--- src/design/bblc_pkg.sv ---
// ============================================================================
// bblc_pkg: shared types and constants of the cache directory
// Holds the table geometry, result codes and the controller/datapath structs.
// ============================================================================
package bblc_pkg;

  localparam int unsigned ENTRIES = 16;
  localparam int unsigned IDX_W   = $clog2(ENTRIES);
  localparam int unsigned CNT_W   = $clog2(ENTRIES + 1);
  localparam logic [31:0] BUDGET_RESET = 32'd50331648;

  localparam logic [1:0] CMD_LOOKUP = 2'd0;
  localparam logic [1:0] CMD_INSERT = 2'd1;
  localparam logic [1:0] CMD_STATS  = 2'd2;

  localparam logic [2:0] ST_HIT      = 3'd0;
  localparam logic [2:0] ST_MISS     = 3'd1;
  localparam logic [2:0] ST_STORED   = 3'd2;
  localparam logic [2:0] ST_REJECTED = 3'd3;
  localparam logic [2:0] ST_EVICTED  = 3'd4;
  localparam logic [2:0] ST_STATS    = 3'd5;
  localparam logic [2:0] ST_BYPASS   = 3'd6;

  localparam logic CFG_BUDGET = 1'b0;
  localparam logic CFG_ENABLE = 1'b1;

  // Commands from the controller to the datapath.
  typedef struct packed {
    logic load;       // capture the input beat
    logic scan_start; // restart the table scan
    logic scan_step;  // examine one slot
    logic do_hit;     // refresh the matched entry, count a hit
    logic do_miss;    // count a miss
    logic do_evict;   // drop the LRU entry
    logic do_store;   // write the new entry
    logic do_stats;   // clear the counters
    logic [2:0] emit_status; // result code to present
    logic emit;       // load the output register
    logic emit_last;
  } bblc_cmd_t;

  // Status from the datapath to the controller.
  typedef struct packed {
    logic [1:0] cmd;
    logic       enable;
    logic       reject;
    logic       scan_done;
    logic       match_found;
    logic       over_budget;
    logic       lru_found;
    logic       free_found;
  } bblc_stat_t;

endpackage

--- src/design/bblc_ctrl.sv ---
// ============================================================================
// bblc_ctrl: command sequencer of the cache directory
// Steps each command through scans, evictions and the result beats.
// ============================================================================
module bblc_ctrl (
  input  logic                 clk,
  input  logic                 rst_n,
  input  logic                 in_valid,
  output logic                 in_ready,
  output logic                 out_valid,
  input  logic                 out_ready,
  input  bblc_pkg::bblc_stat_t sts,
  output bblc_pkg::bblc_cmd_t  ctl
);

  localparam logic [2:0] S_IDLE   = 3'd0;
  localparam logic [2:0] S_DISP   = 3'd1;
  localparam logic [2:0] S_SCAN   = 3'd2;
  localparam logic [2:0] S_DECIDE = 3'd3;
  localparam logic [2:0] S_WAIT   = 3'd4;

  logic [2:0] state_r, state_nxt;
  logic       ovalid_r, ovalid_nxt;
  logic       fullchk_r, fullchk_nxt; // budget met, one full-table check done
  logic       done_r, done_nxt;       // last beat emitted, go idle after it
  logic       ofree;

  assign ofree     = !ovalid_r || out_ready;
  assign out_valid = ovalid_r;
  assign in_ready  = (state_r == S_IDLE);

  always_comb begin
    state_nxt   = state_r;
    ovalid_nxt  = ovalid_r && !out_ready;
    fullchk_nxt = fullchk_r;
    done_nxt    = done_r;
    ctl         = '0;
    case (state_r)
      S_IDLE: begin
        if (in_valid) begin
          ctl.load  = 1'b1;
          state_nxt = S_DISP;
        end
      end
      S_DISP: begin
        if (ofree) begin
          if (sts.cmd == bblc_pkg::CMD_STATS) begin
            ctl.emit = 1'b1; ctl.emit_last = 1'b1; ctl.do_stats = 1'b1;
            ctl.emit_status = bblc_pkg::ST_STATS;
            ovalid_nxt = 1'b1; state_nxt = S_WAIT;
          end else if (!sts.enable || sts.cmd[1]) begin
            ctl.emit = 1'b1; ctl.emit_last = 1'b1;
            ctl.emit_status = bblc_pkg::ST_BYPASS;
            ovalid_nxt = 1'b1; state_nxt = S_WAIT;
          end else if (sts.cmd == bblc_pkg::CMD_INSERT && sts.reject) begin
            ctl.emit = 1'b1; ctl.emit_last = 1'b1;
            ctl.emit_status = bblc_pkg::ST_REJECTED;
            ovalid_nxt = 1'b1; state_nxt = S_WAIT;
          end else begin
            ctl.scan_start = 1'b1; fullchk_nxt = 1'b0; state_nxt = S_SCAN;
          end
        end
      end
      S_SCAN: begin
        ctl.scan_step = 1'b1;
        if (sts.scan_done) state_nxt = S_DECIDE;
      end
      S_DECIDE: begin
        if (ofree) begin
          ovalid_nxt = 1'b1; ctl.emit = 1'b1; state_nxt = S_WAIT;
          if (sts.cmd == bblc_pkg::CMD_LOOKUP) begin
            ctl.emit_last = 1'b1;
            if (sts.match_found) begin
              ctl.do_hit = 1'b1; ctl.emit_status = bblc_pkg::ST_HIT;
            end else begin
              ctl.do_miss = 1'b1; ctl.emit_status = bblc_pkg::ST_MISS;
            end
          end else if (sts.over_budget && sts.lru_found && !fullchk_r) begin
            ctl.do_evict = 1'b1; ctl.emit_status = bblc_pkg::ST_EVICTED;
          end else if (!sts.free_found && sts.lru_found && !fullchk_r) begin
            ctl.do_evict = 1'b1; ctl.emit_status = bblc_pkg::ST_EVICTED;
            fullchk_nxt = 1'b1;
          end else begin
            // A full table with no valid entry cannot occur; the free index is not
            // reset by a scan and would keep its last value in that case.
            ctl.do_store = 1'b1; ctl.emit_last = 1'b1;
            ctl.emit_status = bblc_pkg::ST_STORED;
          end
          done_nxt = ctl.emit_last;
        end
      end
      S_WAIT: begin
        if (ofree) begin
          if (done_r) state_nxt = S_IDLE;
          else begin
            ctl.scan_start = 1'b1; state_nxt = S_SCAN;
          end
        end
      end
      default: state_nxt = S_IDLE;
    endcase
    if (state_r == S_DISP && ctl.emit) done_nxt = 1'b1;
  end

  always_ff @(posedge clk) begin
    if (!rst_n) begin
      state_r <= S_IDLE; ovalid_r <= 1'b0; fullchk_r <= 1'b0; done_r <= 1'b0;
    end else begin
      state_r <= state_nxt; ovalid_r <= ovalid_nxt;
      fullchk_r <= fullchk_nxt; done_r <= done_nxt;
    end
  end

endmodule

--- config.mk ---
export PLATFORM = sky130hd
export DESIGN_NAME = bblc_ctrl
export DESIGN_NICKNAME = d
export VERILOG_FILES = /design/src/design/bblc_pkg.sv /design/src/design/bblc_ctrl.sv
export SDC_FILE = /design/constraint.sdc
export NUM_CORES = 1
export LEC_CHECK = 0
export BUFFER_PORTS_ARGS = -buffer_cell sky130_fd_sc_hd__buf_2
export CORE_AREA = 4 4 45 47
export CTS_CLUSTER_DIAMETER = 40
export DETAILED_ROUTE_END_ITERATION = 6
export DIE_AREA = 0 0 49 51
export MAX_ROUTING_LAYER = met4
export PLACE_DENSITY = 0.72
export SYNTH_ARGS = -nofsm -noshare
export SYNTH_HDL_FRONTEND = slang
export SYNTH_SLANG_ARGS = --single-unit
--- constraint.sdc ---
create_clock -name clk -period 2.6 [get_ports clk]
set_clock_uncertainty 0.15 [all_clocks]
set_input_delay 0.13 -clock clk [delete_from_list [all_inputs] [get_ports clk]]
set_output_delay 0.13 -clock clk [all_outputs]
set_load 0.02 [all_outputs]
Word level (Yosys, flattened, before mapping)
Index checks and enable logic that the tools add are counted.

operators by class
  bitwise gates (word level) = 0
  multipliers = 0
  multiplexer cells = 61
  equality and inequality tests = 17
  divide/modulo/power cells = 0
  add/sub/neg operators = 0
  shift-type cells = 0
  reductions and logical operators = 22
  order comparisons = 0

operators with widths
  operator                                                                number
  1-bit 2-to-1 mux                                                        35
  3-bit 2-to-1 mux                                                        11
  2-bit inequality test (second input constant)                           11
  5-bit 2-to-1 mux                                                        3
  3-bit case mux with 5 select lines                                      1
  4-bit 2-to-1 mux                                                        3
  5-bit case mux with 2 select lines                                      1
  9-bit AND reduction                                                     1
  1-bit logical AND                                                       7
  3-bit by 2-bit equality test with 1-bit output (second input constant)  2
  2-bit 2-to-1 mux                                                        3
  6-bit 2-to-1 mux                                                        1
  1-bit case mux with 2 select lines                                      3
  2-bit nonzero test                                                      3
  1-bit zero test                                                         5
  5-bit AND reduction                                                     1
  3-bit by 1-bit equality test with 1-bit output (second input constant)  1
  3-bit equality test (second input constant)                             1
  3-bit zero test                                                         1
  2-bit by 1-bit equality test with 1-bit output (second input constant)  1
  2-bit equality test (second input constant)                             1
  2-bit zero test                                                         1
  1-bit logical OR                                                        2
  2-bit AND reduction                                                     1

word-level totals
  word-level logic and storage cells = 104
  memory bits (writable) = 0
  bits in read-only memories = 0
  output and inout bits = 15
  bits of input ports = 13
  memories = 0
  latch bits = 0
  register bits = 6

Longest topological paths before layout
  word-level depth = 11
  mapped depth = 5
  gate-level depth less buffers = 4

Least setup slack after synthesis
Ideal clock, no wire load.

  kind = register to output
  start point = register state_r[0]
  end point = output ctl[2] in the netlist's numbering
  cell stages (with the launch flop) = 6
  arrival = 1.795 ns
  data required time = 2.320 ns
  path buffers = 1
  path slack = 0.525 ns
  cell sequence = dfxtp_1 -> buf_6 -> nor2b_4 -> nand2_1 -> nor4b_1 -> a21o_1

RTL lines
  item                      RTL line          RTL
  start: declaration        bblc_ctrl.sv:22   logic [2:0] state_r, state_nxt;
  start signal: assignment  bblc_ctrl.sv:109  state_r <= state_nxt; ovalid_r <= ovalid_nxt;
  end: declaration          bblc_ctrl.sv:13   output bblc_pkg::bblc_cmd_t ctl

==> impl_metrics.json <==
{
  "drc_errors": 0,
  "firstDrtPassIters": 4,
  "ioPinCount": 28,
  "die_w_um": 49,
  "routed_wl_um": 1340,
  "die_h_um": 51,
  "hold_ws_ps": 10.3,
  "postCtsResizedCells": 0,
  "drive_gt1_share_pct": 35.0,
  "synth_top_area_cell": "dfxtp_1",
  "clkSinkCount": 6,
  "crit_arrival_ps": 1760,
  "pwr_density_cell_mw_per_mm2": 458,
  "synth_edf_count": 0,
  "cts_tree": "yes",
  "setup-tns-final_ps": 0,
  "wl_per_cell_um": 11.4,
  "path_class": "reg2out",
  "status": "complete, no violations",
  "numPortBuffers": 27,
  "hold_viol_final": 0,
  "area_growth_pct": 28.6,
  "crit_chain": "nor2b_4, nand2_1, nor4b_1, a21o_1, buf_2",
  "cts_htree_levels": 1,
  "gp_congestion": 0.817,
  "syn_avg_cell_area_um2": 7.34,
  "ys_seq_area_share_pct": 22.1,
  "cts_hold_buf": 0,
  "maxCapViolations": 0,
  "synthCells": 74,
  "diodes": 0,
  "cts_made_buffers": 3,
  "synth.most_common_cell": "nor2_1",
  "max_stage_delay_ps": 470,
  "cp_slowest_cell": "dfxtp_1",
  "period_needed_ps": 2040,
  "yosysUniqueCellTypes": 31,
  "ant_nets": 0,
  "fmax_mhz": 491,
  "slew_headroom_pct": 61.5,
  "leakage_uw": 0.000331,
  "fin_nets": 115,
  "cts.path.max_buffers": 2,
  "post-dp-hpwl_um": 1080,
  "grt_pass1_wl_um": 2190,
  "crit_required_ps": 2320,
  "grt_setup_unrepaired": "no",
  "synth_fp_nets": 87,
  "track_usage_pct": 11.3,
  "worst_pin_slew_ps": 576,
  "vdd_drop_max_uv": 183,
  "crit_family": "simple AND/OR/NAND/NOR gates",
  "cp-start-kind": "flip-flop",
  "num_rows": 15,
  "async_flop_share_pct": 0,
  "coreArea_mm2": 0.00165,
  "clk_latency_ps": 250,
  "setup_violations": 0,
  "grt_max_degree": 21,
  "path_buf_inv": 1,
  "antenna_found_initial": 0,
  "min_path_type": "in2reg",
  "clkTransAtPathRegs_ps": 40,
  "yosysWarnings": 0,
  "synth_seq_cells": 6,
  "netlist_area_um2": 543,
  "gr-total-overflow": 0,
  "clockRootBuffer": "clkbuf_4",
  "die_area_mm2": 0.00250,
  "worst-path-max-fanout": 9,
  "slew_violations": 0,
  "postCtsSetupRepairBufs": 0,
  "synth_area_leaders": "dfxtp_1 (22%), nor2_1 (6.9%), nor3_1 (5.5%)",
  "drtIter0Drc": 6,
  "num_vias": 608,
  "grt_pass1_vias": 539,
  "via_per_inst": 5.20,
  "start_util_pct": 32.9,
  "yosys_most_used_dff": "dfxtp_1",
  "yosysTopAreaCellShare_pct": 22.1,
  "fin_crit_sh_pct": 78.3,
  "netlist_top_cells_count": "nor2_1 (10), dfxtp_1 (6), nand2_1 (6), nor3_1 (6)",
  "cp-end-kind": "primary output"
}
-- stage by stage --
stage | area (um2) | worst slack (ps) | instances | util (%) | total power, uW
after floorplan | 543 | 525 | 74 | - | 200
after global placement | 676 | 894 | 114 | 40.9 | 234
after detailed placement | 676 | 848 | 114 | 40.9 | 235
after CTS | 698 | 563 | 117 | 42.3 | 325
after global routing | 698 | 415 | 117 | 42.3 | 342
final | 698 | 565 | 117 | 42.3 | 320
-- cells in the final DEF (no fill, tap or decap), drive strengths merged --
cell type  netlist  routed
nor3             6       6
nand3b           2       2
nand4            1       1
a21oi            3       3
and3b            2       2
nand2b           4       4
inv              1       1
or4b             1       1
nor3b            3       3
a21boi           2       2
nor4b            1       1
or2b             1       1
o32ai            1       1
a21o             1       1
and2             2       2
o21ai            4       4
a211oi           1       1
dfxtp            6       6
o31ai            2       2
nor2            10      10
nand2            6       6
or2              1       1
clkbuf           2       3
nor2b            3       3
mux2i            1       1
buf              2      27
o221a            1       1
o21a             4       4
-- cells by family after synthesis --
| logic type | Yosys count | synth area share [%] |
|---|---|---|
| AOI/OAI and AO/OA | 19 | 24.0 |
| buffers and inverters | 5 | 5.07 |
| DFF | 6 | 22.1 |
| muxes | 1 | 1.84 |
| and+or+nand+nor | 43 | 47.0 |
-- metal layers --
| metal | share of wire [%] | vias up | track usage (%) |
|---|---|---|---|
| met1 | 49 | 262 | 13.5 |
| met5 | 0 | - | - |
| met4 | 1.6 | 0 | 6.73 |
| met2 | 41 | 26 | 16.5 |
| met3 | 8.2 | 3 | 3.50 |
| li1 | - | 317 | - |
-- sequential cells by signal (all words and copies together) (netlist names) --
register / flops
fullchk_r: 1
out_valid: 1
done_r: 1
state_r: 3
-- worst paths after layout --
check / from / to / slack, ps / cells past startpoint
max: state_r[0]$_SDFFE_PN0P_ / ctl[2] / 560 / 5
min: sts[2] / fullchk_r$_SDFFE_PN0P_ / 10 / 3
max reg2reg: state_r[1]$_SDFFE_PN0P_ / fullchk_r$_SDFFE_PN0P_ / 870 / 3
min reg2reg: fullchk_r$_SDFFE_PN0P_ / fullchk_r$_SDFFE_PN0P_ / 360 / 2
-- final cells by class --
class	instances	area (um2)
fill	170	953
multi-input combinational	63	395
timing repair buffer	27	135
sequential	6	120
clock buffer	3	22.5
tap	17	21.3
inverter	1	3.75
-- power by group --
part / leakage [uW] / total (uW) / internal [uW] / switching [uW]
Sequential: 0.0000490 / 115 / 99.9 / 15.2
Combinational: 0.000268 / 118 / 50.0 / 68.2
Clock: 0.0000138 / 86.7 / 52.3 / 34.4
-- worst register-to-register path, cell delays in order, from the launching register on --
cell and delay (ps):
dfxtp_1 680, nand4_2 210, or4b_1 510, a21boi_1 120
Power figures use the tool's default switching activity.
